$ cat config.mk
export PLATFORM = sky130hd
export DESIGN_NAME = bracket_bisect_root_search
export DESIGN_NICKNAME = d
export VERILOG_FILES = /design/src/bbrs_pkg.sv /design/src/bbrs_cfg.sv /design/src/bbrs_core.sv /design/src/bracket_bisect_root_search.sv
export SDC_FILE = /design/constraint.sdc
export NUM_CORES = 2
export LEC_CHECK = 0
export BUFFER_PORTS_ARGS = -buffer_cell sky130_fd_sc_hd__buf_2
export CELL_PAD_IN_SITES_DETAIL_PLACEMENT = 0
export CELL_PAD_IN_SITES_GLOBAL_PLACEMENT = 1
export CORE_UTILIZATION = 52
export CTS_CLUSTER_DIAMETER = 100
export CTS_CLUSTER_SIZE = 20
export DETAILED_ROUTE_END_ITERATION = 8
export MAX_ROUTING_LAYER = met4
export PLACE_DENSITY_LB_ADDON = 0.15
export SYNTH_ARGS = -nofsm -noshare
export SYNTH_HDL_FRONTEND = slang
export SYNTH_SLANG_ARGS = --single-unit
$ cat constraint.sdc
create_clock -name clk -period 42 [get_ports clk]
set_clock_uncertainty 0.1 [all_clocks]
set_input_delay 8.4 -clock clk [delete_from_list [all_inputs] [get_ports clk]]
set_output_delay 8.4 -clock clk [all_outputs]
set_load 0.1 [all_outputs]
$ cat src/bbrs_pkg.sv
package bbrs_pkg;

  // Q16.16 word widths.
  localparam int unsigned PotW  = 32;
  localparam int unsigned MagW  = 31;
  localparam int unsigned IterW = 16;
  localparam int unsigned FracW = 16;

  localparam logic signed [PotW-1:0] GreatQ  = 32'sh7FFF_FFFF;
  localparam logic signed [PotW-1:0] MinQ    = 32'sh8000_0000;

  // Result status codes.
  typedef enum logic [1:0] {
    ST_TRY       = 2'd0,
    ST_CONVERGED = 2'd1,
    ST_FAILED    = 2'd2,
    ST_IDLE      = 2'd3
  } status_t;

  // Configuration register indexes.
  typedef enum logic [2:0] {
    REG_INITIAL_STEP   = 3'd0,
    REG_MAX_STEP       = 3'd1,
    REG_MAX_ITERATIONS = 3'd2,
    REG_ABS_TOLERANCE  = 3'd3,
    REG_REL_TOLERANCE  = 3'd4
  } reg_index_t;

  typedef struct packed {
    logic [MagW-1:0]  initial_step;
    logic [MagW-1:0]  max_step;
    logic [IterW-1:0] max_iterations;
    logic [MagW-1:0]  abs_tolerance;
    logic [FracW-1:0] rel_tolerance;
  } cfg_t;

  typedef struct packed {
    logic                   start_req;
    logic signed [PotW-1:0] start_potential;
    logic signed [PotW-1:0] imbalance;
    logic [MagW-1:0]        source_magnitude;
  } item_t;

  typedef struct packed {
    logic signed [PotW-1:0] next_potential;
    status_t                status;
    logic [IterW-1:0]       iteration_count;
    logic signed [PotW-1:0] best_imbalance_out;
  } result_t;

endpackage

$ cat src/bbrs_cfg.sv
module bbrs_cfg (
  input  logic                 clk,
  input  logic                 rst,
  input  logic                 cfg_valid,
  output logic                 cfg_ready,
  input  logic [2:0]           cfg_addr,
  input  logic [31:0]          cfg_data,
  output bbrs_pkg::cfg_t       cfg
);
  import bbrs_pkg::*;

  // Writes are always taken; unknown indexes are dropped.
  assign cfg_ready = 1'b1;

  always_ff @(posedge clk) begin
    if (rst) begin
      cfg.initial_step   <= 31'd65536;
      cfg.max_step       <= 31'd1048576;
      cfg.max_iterations <= 16'd50;
      cfg.abs_tolerance  <= 31'd66;
      cfg.rel_tolerance  <= 16'd66;
    end else if (cfg_valid) begin
      case (cfg_addr)
        REG_INITIAL_STEP:   cfg.initial_step   <= cfg_data[MagW-1:0];
        REG_MAX_STEP:       cfg.max_step       <= cfg_data[MagW-1:0];
        REG_MAX_ITERATIONS: cfg.max_iterations <= cfg_data[IterW-1:0];
        REG_ABS_TOLERANCE:  cfg.abs_tolerance  <= cfg_data[MagW-1:0];
        REG_REL_TOLERANCE:  cfg.rel_tolerance  <= cfg_data[FracW-1:0];
        default: ;
      endcase
    end
  end

endmodule

$ cat src/bbrs_core.sv
module bbrs_core (
  input  logic              clk,
  input  logic              rst,
  input  logic              fire,
  input  bbrs_pkg::item_t   item,
  input  bbrs_pkg::cfg_t    cfg,
  output bbrs_pkg::result_t result
);
  import bbrs_pkg::*;

  // Search state.
  logic signed [PotW-1:0] current_potential, current_potential_next;
  logic [MagW-1:0]        step_size, step_size_next;
  logic signed [PotW-1:0] best_potential, best_potential_next;
  logic signed [PotW-1:0] best_imbalance, best_imbalance_next;
  logic signed [PotW-1:0] pos_potential, pos_potential_next;
  logic signed [PotW-1:0] neg_potential, neg_potential_next;
  logic                   have_pos, have_pos_next;
  logic                   have_neg, have_neg_next;
  logic [IterW-1:0]       iteration, iteration_next;
  logic                   searching, searching_next;

  // Working values.
  logic [MagW+FracW-1:0]  rel_product;
  logic [MagW-1:0]        rel_tol;
  logic [MagW-1:0]        tol;
  logic signed [PotW:0]   imb_wide;
  logic signed [PotW:0]   tol_wide;
  logic [PotW-1:0]        imb_mag;
  logic [PotW-1:0]        best_mag;
  logic                   above;
  logic                   below;
  logic [MagW:0]          step_double;
  logic signed [PotW:0]   step_sum;
  logic signed [PotW-1:0] step_sat;
  logic signed [PotW:0]   mid_sum;
  logic signed [PotW:0]   mid_shift;

  // Tolerance is the larger of the absolute and relative limits.
  always_comb begin
    rel_product = cfg.rel_tolerance * item.source_magnitude;
    rel_tol     = rel_product[MagW+FracW-1:FracW];
    tol         = (rel_tol > cfg.abs_tolerance) ? rel_tol : cfg.abs_tolerance;
    imb_wide    = {item.imbalance[PotW-1], item.imbalance};
    tol_wide    = $signed({2'b00, tol});
    above       = imb_wide > tol_wide;
    below       = imb_wide < -tol_wide;
    imb_mag     = item.imbalance[PotW-1] ? -item.imbalance : item.imbalance;
  end

  always_comb begin
    current_potential_next = current_potential;
    step_size_next         = step_size;
    best_potential_next    = best_potential;
    best_imbalance_next    = best_imbalance;
    pos_potential_next     = pos_potential;
    neg_potential_next     = neg_potential;
    have_pos_next          = have_pos;
    have_neg_next          = have_neg;
    iteration_next         = iteration;
    searching_next         = searching;
    result.next_potential  = current_potential;
    result.status          = ST_IDLE;
    best_mag               = '0;
    step_double            = '0;
    step_sum               = '0;
    step_sat               = '0;
    mid_sum                = '0;
    mid_shift              = '0;

    // A start item restarts the search at once.
    if (item.start_req) begin
      current_potential_next = item.start_potential;
      best_potential_next    = item.start_potential;
      best_imbalance_next    = GreatQ;
      have_pos_next          = 1'b0;
      have_neg_next          = 1'b0;
      iteration_next         = '0;
      step_size_next         = cfg.initial_step;
      searching_next         = 1'b1;
    end

    if (searching_next) begin
      // Track the point with the smallest imbalance magnitude.
      best_mag = best_imbalance_next[PotW-1] ? -best_imbalance_next : best_imbalance_next;
      if (imb_mag < best_mag) begin
        best_potential_next = current_potential_next;
        best_imbalance_next = item.imbalance;
      end

      // Record which side of the root this point lies on.
      if (above) begin
        pos_potential_next = current_potential_next;
        have_pos_next      = 1'b1;
      end else if (below) begin
        neg_potential_next = current_potential_next;
        have_neg_next      = 1'b1;
      end

      // Decide the next move.
      step_double = {step_size_next, 1'b0};
      step_sum = item.imbalance[PotW-1] || (item.imbalance == '0)
               ? {current_potential_next[PotW-1], current_potential_next}
                 - $signed({2'b00, step_size_next})
               : {current_potential_next[PotW-1], current_potential_next}
                 + $signed({2'b00, step_size_next});
      if (step_sum > $signed({1'b0, GreatQ}))
        step_sat = GreatQ;
      else if (step_sum < $signed({1'b1, MinQ}))
        step_sat = MinQ;
      else
        step_sat = step_sum[PotW-1:0];
      mid_sum   = {pos_potential_next[PotW-1], pos_potential_next}
                + {neg_potential_next[PotW-1], neg_potential_next};
      mid_shift = mid_sum >>> 1;

      priority if (!above && !below) begin
        result.status         = ST_CONVERGED;
        result.next_potential = current_potential_next;
        searching_next        = 1'b0;
      end else if (iteration_next >= cfg.max_iterations) begin
        result.status          = ST_FAILED;
        current_potential_next = best_potential_next;
        result.next_potential  = best_potential_next;
        searching_next         = 1'b0;
      end else if (!(have_pos_next && have_neg_next)) begin
        iteration_next         = iteration_next + 1'b1;
        current_potential_next = step_sat;
        result.next_potential  = step_sat;
        result.status          = ST_TRY;
        step_size_next         = (step_double < {1'b0, cfg.max_step})
                               ? step_double[MagW-1:0] : cfg.max_step;
      end else begin
        iteration_next         = iteration_next + 1'b1;
        current_potential_next = mid_shift[PotW-1:0];
        result.next_potential  = mid_shift[PotW-1:0];
        result.status          = ST_TRY;
      end
    end

    result.iteration_count    = iteration_next;
    result.best_imbalance_out = best_imbalance_next;
  end

  // State advances once for every item processed.
  always_ff @(posedge clk) begin
    if (rst) begin
      current_potential <= '0;
      step_size         <= '0;
      best_potential    <= '0;
      best_imbalance    <= GreatQ;
      pos_potential     <= '0;
      neg_potential     <= '0;
      have_pos          <= 1'b0;
      have_neg          <= 1'b0;
      iteration         <= '0;
      searching         <= 1'b0;
    end else if (fire) begin
      current_potential <= current_potential_next;
      step_size         <= step_size_next;
      best_potential    <= best_potential_next;
      best_imbalance    <= best_imbalance_next;
      pos_potential     <= pos_potential_next;
      neg_potential     <= neg_potential_next;
      have_pos          <= have_pos_next;
      have_neg          <= have_neg_next;
      iteration         <= iteration_next;
      searching         <= searching_next;
    end
  end

endmodule

$ cat src/bracket_bisect_root_search.sv
// Bracketing and bisection root search on a monotonic imbalance curve.
// Each input item reports the imbalance measured at the last proposed
// potential; a start item also gives the starting potential and restarts
// the search. Every accepted item yields exactly one result item holding
// the next potential, the status (try next, converged, failed, idle), the
// iteration count and the best imbalance seen so far.
// The input item is registered, evaluated against the search state by
// combinational logic and written to the result register, which raises
// out_valid. One item is accepted per cycle while the receiver does not
// stall. The rate is set by the single evaluation stage, which updates
// the state for each item that moves on.
// When the receiver stalls, the result register holds and the input
// register fills; in_ready drops only when both hold an item.
// Configuration writes on the cfg channel are always accepted and should
// be issued only while no item is in flight.
// Synchronous reset clears the valid flags of both registers and the
// search state and loads the configuration defaults.
module bracket_bisect_root_search (
  input  logic               clk,
  input  logic               rst,
  input  logic               cfg_valid,
  output logic               cfg_ready,
  input  logic [2:0]         cfg_addr,
  input  logic [31:0]        cfg_data,
  input  logic               in_valid,
  output logic               in_ready,
  input  logic               start_req,
  input  logic signed [31:0] start_potential,
  input  logic signed [31:0] imbalance,
  input  logic [30:0]        source_magnitude,
  output logic               out_valid,
  input  logic               out_ready,
  output logic signed [31:0] next_potential,
  output logic [1:0]         status,
  output logic [15:0]        iteration_count,
  output logic signed [31:0] best_imbalance_out
);
  import bbrs_pkg::*;

  cfg_t    cfg;
  item_t   item_reg;
  logic    item_valid;
  logic    advance;
  result_t result;
  result_t result_reg;

  bbrs_cfg u_cfg (
    .clk       (clk),
    .rst       (rst),
    .cfg_valid (cfg_valid),
    .cfg_ready (cfg_ready),
    .cfg_addr  (cfg_addr),
    .cfg_data  (cfg_data),
    .cfg       (cfg)
  );

  // The registered item moves on when the result register is free.
  assign advance  = item_valid && (!out_valid || out_ready);
  assign in_ready = !item_valid || advance;

  // Input register.
  always_ff @(posedge clk) begin
    if (rst) begin
      item_valid <= 1'b0;
    end else if (in_ready) begin
      item_valid <= in_valid;
    end
  end

  always_ff @(posedge clk) begin
    if (in_valid && in_ready) begin
      item_reg.start_req        <= start_req;
      item_reg.start_potential  <= start_potential;
      item_reg.imbalance        <= imbalance;
      item_reg.source_magnitude <= source_magnitude;
    end
  end

  bbrs_core u_core (
    .clk    (clk),
    .rst    (rst),
    .fire   (advance),
    .item   (item_reg),
    .cfg    (cfg),
    .result (result)
  );

  // Result register.
  always_ff @(posedge clk) begin
    if (rst) begin
      out_valid <= 1'b0;
    end else if (!out_valid || out_ready) begin
      out_valid <= item_valid;
    end
  end

  always_ff @(posedge clk) begin
    if (advance) begin
      result_reg <= result;
    end
  end

  assign next_potential     = result_reg.next_potential;
  assign status             = result_reg.status;
  assign iteration_count    = result_reg.iteration_count;
  assign best_imbalance_out = result_reg.best_imbalance_out;

endmodule

# Yosys cells after proc, flatten, opt, wreduce, memory -nomap -nowiden
# Index checks and enable logic that the tools add are counted.
dict set report classes {
  n_addsub 7
  reduce_logical 20
  mux 49
  n_lt_le_gt_ge 8
  bitwise 1
  n_eq_ne 4
  mul 1
}
# cell count
set op_table {}
lappend op_table {{$mux 32} 20}
lappend op_table {{$mux 31} 7}
lappend op_table {{$mux 34} 4}
lappend op_table {{$add 32x32->33} 2}
lappend op_table {{$mux 16} 4}
lappend op_table {{$neg 32->32} 2}
lappend op_table {{$mul 16x31->47} 1}
lappend op_table {{$gt 33x32->1 const B} 1}
lappend op_table {{$lt 32x33->1} 1}
lappend op_table {{$lt 33x32->1 const B} 1}
lappend op_table {{$mux 33} 1}
lappend op_table {{$neg 31->33} 1}
lappend op_table {{$sub 32x32->33} 1}
lappend op_table {{$gt 32x32->1} 1}
lappend op_table {{$logic_not 32->1} 1}
lappend op_table {{$lt 32x31->1} 1}
lappend op_table {{$lt 32x32->1} 1}
lappend op_table {{$gt 31x31->1} 1}
lappend op_table {{$add 16x1->16 const B} 1}
lappend op_table {{$ge 16x16->1} 1}
lappend op_table {{$mux 1} 13}
lappend op_table {{$reduce_and 2->1} 6}
lappend op_table {{$eq 3x2->1 const B} 2}
lappend op_table {{$logic_and 1x1->1} 4}
lappend op_table {{other kinds (7)} 12}
dict set report totals {
  wordCells 116
  inputBits 136
  register_bits 515
}

# Depth between registers and ports, before layout
dict set report depth {
  depth_word 13
  ltp_mapped 71
  depth_no_buf 67
}

# Cells and area by module
# A second synthesis with hierarchy kept.
dict set report hier_totals {
  cells_unflattened 5717
  hier_area_um2 49284.8
}
# mod instances area_per_inst_um2 cells_per_inst
set by_module_without_submodules {}
lappend by_module_without_submodules {bbrs_core 1 38824.7 5074}
lappend by_module_without_submodules {bracket_bisect_root_search 1 5449.0 188}
lappend by_module_without_submodules {bbrs_cfg 1 5011.1 455}

# Worst setup path after synthesis
# OpenSTA, ideal clock, no wires.
dict set report synth_timing {
  path_kind {input-to-output}
  start {input port out_ready}
  end {output port in_ready}
  t_arrival_ns 9.159
  slack_ns 24.341
  cell_stages 2
  n_path_buf 0
  cell_sequence {nor2b_1 -> nand2_1}
}
dict set report synth_between {
  elab_chain_cells 3
}
# element line_no
set synth_lines {}
lappend synth_lines {{start, declared} bracket_bisect_root_search.sv:32} ;# input logic out_ready,
lappend synth_lines {{$logic_or 1x1->1} bracket_bisect_root_search.sv:58} ;# assign advance = item_valid && (!out_valid || out_ready);
lappend synth_lines {{$logic_and 1x1->1} bracket_bisect_root_search.sv:58}
lappend synth_lines {{$logic_or 1x1->1} bracket_bisect_root_search.sv:59} ;# assign in_ready = !item_valid || advance;
lappend synth_lines {{end, declared} bracket_bisect_root_search.sv:26} ;# output logic in_ready,
# Every way passes these cells.

# Worst setup path in the final report
dict set report layout_timing {
  start {register item_reg[6] in the netlist's numbering}
  end {register u_core.current_potential[31]}
}
dict set report layout_between {
  elab_chain_cells 13
  elab_cells_between_ends 25
}
# element line_no
set layout_lines {}
lappend layout_lines {{start, declared} bracket_bisect_root_search.sv:41} ;# item_t item_reg;
lappend layout_lines {{$mul 16x31->47 *} bbrs_core.sv:41} ;# rel_product = cfg.rel_tolerance * item.source_magnitude;
lappend layout_lines {{$gt 31x31->1} bbrs_core.sv:43} ;# tol = (rel_tol > cfg.abs_tolerance) ? rel_tol : cfg.abs_tolerance;
lappend layout_lines {{$mux 31 *} bbrs_core.sv:43}
lappend layout_lines {{$neg 31->33} bbrs_core.sv:47} ;# below = imb_wide < -tol_wide;
lappend layout_lines {{$lt 32x33->1} bbrs_core.sv:47}
lappend layout_lines {{$mux 32 or $mux 1 (tied branches)} bbrs_core.sv:95} ;# end else if (below) begin
lappend layout_lines {{$mux 32 or $mux 1 (tied branches)} bbrs_core.sv:92} ;# if (above) begin
lappend layout_lines {{$mux 32 or $mux 1 (tied branches)} bbrs_core.sv:83} ;# if (searching_next) begin
lappend layout_lines {{$add 32x32->33 or $logic_and 1x1->1 (tied branches)} {bbrs_core.sv:114, bbrs_core.sv:126}}
lappend layout_lines {{$mux 32} bbrs_core.sv:126} ;# end else if (!(have_pos_next && have_neg_next)) begin
lappend layout_lines {{$mux 32} bbrs_core.sv:121} ;# end else if (iteration_next >= cfg.max_iterations) begin
lappend layout_lines {{$mux 32 *} bbrs_core.sv:117} ;# priority if (!above && !below) begin
lappend layout_lines {{$mux 32 *} bbrs_core.sv:83}
lappend layout_lines {{end signal, assigned} bbrs_core.sv:159} ;# current_potential <= current_potential_next;
lappend layout_lines {{end, declared} bbrs_core.sv:12} ;# logic signed [PotW-1:0] current_potential, current_potential_next;
# Every way passes the cells marked *; elsewhere a longest branch is shown, timed or not. The select of a mux whose other input is x is not followed.
# A chain may end at the register's enable or synchronous reset.

==> out/qor.csv <==
stage;metric;value;unit
setup_path;cp_slowest_stage_delay;970;ps
routing;viasPerCell;5.748;
layout;nets;6681;
sta;report.final.hold_viol_count;0;
clocking;numCtsBuffers;36;
setup_path;cp_max_fo;68;
hold_path;min_path_cells;2;
sta;fin_tns_setup;0;ps
layout;fillers;8539;
setup_path;r2r_cells;67;
sta;fin_crit;20030;ps
pwr;p_leak;22.25;nW
sta;worstMarginPinSlew;1213;ps
global_routing;gr-usage-all-layers;0.3129;
logic_synthesis;ys_warn_count;0;
placed_design;place_ws;22330;ps
layout;area_delta_synth_final;6.460;%
sta;final-setup-viol-count;0;
sta;fin_ws;21970;ps
clocking;cts_resized;0;
logic_synthesis;synth_flop_cell;dfxtp_1;
clocking;hold_buffers;0;
pwr;finalPower;0.001944;W
hold_path;hold_path.class;flip-flop to flip-flop;
routing;wl_per_cell;20.15;um
die;die_x;305.1;um
logic_synthesis;synth_nets;6672;
sta;drv_slew;0;
sta;fmax;0.04992;GHz
sta;fin_crit_sh;0.4770;
placed_design;placed_area;49700;um2
run;max-cap-violations;0;
setup_path;worst-setup-path-type;flip-flop to flip-flop;
setup_path;ff2ff_setup_slack;21970;ps
global_routing;grt_overflow;0;
clocking;clk_pin_slew;80;ps
setup_path;endpoint_kind;flip-flop;
routing;antenna_left;0;
logic_synthesis;synth_cell_types;96;
die;start_util;0.5276;
clocking;cts_tree;built;
hold_path;min_from;u_core.neg_potential[26]$_SDFFE_PP0P_;
logic_synthesis;synth_edf_count;178;
sta;grt_setup_unrepaired;no;
setup_path;regToRegEndpoint;u_core.current_potential[31]$_SDFFE_PP0P_;
routing;drt_iter0_drc;2993;
setup_path;crit_slowest_cell;a221oi_1;
global_routing;grt_pass1_vias;39460;
setup_path;startpoint_type;flip-flop;
hold_path;min_to;u_core.neg_potential[26]$_SDFFE_PP0P_;
die;rows;110;
clocking;clock_latency;620;ps
global_routing;grt_max_degree;117;
global_routing;antenna_found_initial;4;
setup_path;cp.required;42420;ps
die;dieArea;93100;um2
setup_path;critPathBufInv;8;
setup_path;critPathArrivalTime;20450;ps
die;die_h;305.1;um
pwr;powerDensity;38.23;nW/um2
outcome;outcome;finished clean;
logic_synthesis;yosysSeqAreaShare;0.2531;
logic_synthesis;synth.most_common_cell;nand2_1;
logic_synthesis;postSynthCellCount;5776;
die;ioPinCount;221;
global_routing;grt_pass1_wl;224200;um
layout;layout-drive-gt1-share;0.07212;
logic_synthesis;synthDominantCellAreaShare;0.1697;
logic_synthesis;synthTopCellsByArea;fa_1 17%, dfxtp_1 14%, edfxtp_1 11%, ha_1 9.3%, nand2_1 7.5%;
clocking;cts.sinks;515;
logic_synthesis;yosys.area.top_type;fa_1;
setup_path;r2r-start;item_reg[6]$_DFFE_PP_;
clocking;clockBufferDepth;3;
placed_design;gp_congestion;0.9353;
sta;worst_hold_slack;356.9;ps
logic_synthesis;async_flop_share;0;
layout;final_area;50870;um2
clocking;h-tree-depth;2;
sta;slew_headroom;0.1912;
logic_synthesis;syn-mean-instance-area;8.272;um2
clocking;post_cts_buffers;0;
setup_path;path_delay_family;compound AO/OA/AOI/OAI gates;
placed_design;dp_hpwl;104600;um
routing;drc_errors;0;
logic_synthesis;synth_commonest_cells;950 x nand2_1, 612 x inv_1, 493 x nor2_1;
logic_synthesis;ys_ff_latch;515;
layout;largest_reg_flops;125;
clocking;cts_root_buf;clkbuf_16;
routing;vias;40170;
logic_synthesis;netlist_area;47780;um2
routing;wl;140800;um
pwr;vdd_drop_max;0.03637;mV
routing;drtPass1Iterations;5;
placed_design;io_buffers;218;
die;coreArea;90560;um2
==> cells by family after synthesis <==
| group | Yosys count | share of synthesized area |
|---|---|---|
| AND/OR/NAND/NOR | 2017 | 0.1877 |
| AO/OA/AOI/OAI | 1254 | 0.1636 |
| buffers and inverters | 922 | 0.07314 |
| adder cells (fa/ha/maj) | 760 | 0.2627 |
| flip-flops | 515 | 0.2531 |
| XOR/XNOR | 211 | 0.03868 |
| multiplexers | 96 | 0.02116 |
| other | 1 | 0.00007849 |
==> power breakdown <==
group	switching [W]	total, W	internal (W)
clock	0.000201	0.000378	0.000177
combinational	0.000645	0.000996	0.000352
sequential	0.0000268	0.000570	0.000543
==> stage by stage <==
| stage | utilization | std cells |
|---|---|---|
| floorplan | - | 5776 |
| global route | 0.5617 | 6988 |
| global placement | 0.5488 | 6923 |
| finish | 0.5617 | 6988 |
| detailed placement | 0.5488 | 6923 |
| CTS | 0.5616 | 6986 |
==> layer usage <==
layer / part of all wire / wire, um / track usage
met1: 0.45 / 63540 / 0.4161
met3: 0.051 / 7137 / 0.03254
met4: 0.026 / 3596 / 0.08022
met5: 0 / 0 / -
met2: 0.47 / 66500 / 0.5096
==> worst max-delay path by stage <==
stage,cells after the start,slack [ps],startpoint,endpoint
2_1_floorplan,2,24340,out_ready,in_ready
3_3_place_gp,65,22490,item_reg[5]$_DFFE_PP_,u_core.current_potential[31]$_SDFFE_PP0P_
3_5_place_dp,65,22330,item_reg[5]$_DFFE_PP_,u_core.current_potential[31]$_SDFFE_PP0P_
4_1_cts,65,22210,item_reg[5]$_DFFE_PP_,u_core.current_potential[31]$_SDFFE_PP0P_
5_1_grt,67,20770,item_reg[6]$_DFFE_PP_,u_core.current_potential[31]$_SDFFE_PP0P_
6_report,67,21970,item_reg[6]$_DFFE_PP_,u_core.current_potential[31]$_SDFFE_PP0P_
==> final cells by class <==
type                    count  area [um2]  area share
clock buffers              53        1027     0.02019
multi-input cells        4339       32260      0.6342
well taps                1176        1471     0.02893
clock inverters            10       131.4    0.002583
flip-flops and latches    515       12090      0.2377
diodes                      2       5.005  0.00009839
inverters                 614        2310     0.04541
repair buffers            279        1572     0.03089
==> worst reg2reg max path: cells and delay by family, from the launching register on <==
kind            cells  cell delay, ps
compound gates     27            8250
simple gates       20            4770
fa+ha+maj          11            4620
buf+inv             8             970
flops               1             850
xor+xnor            1             390
==> placed cells by master, fill, tap and decap left out, types with 31 or more instances in the layout <==
master	instances
nand2_1	949
inv_1	612
nor2_1	490
a21oi_1	475
fa_1	405
ha_1	355
dfxtp_1	336
o21ai_0	240
buf_2	217
and2_1	188
edfxtp_1	178
xnor2_1	148
a21o_1	100
a211oi_1	75
nand3_1	65
mux2i_1	65
xor2_1	63
buf_4	60
nor3_1	59
nand4_1	49
o21bai_1	42
a22oi_1	39
clkbuf_16	38
a21boi_0	37
nor2b_1	34
o21a_1	31
(Power assumes the default switching activity.)
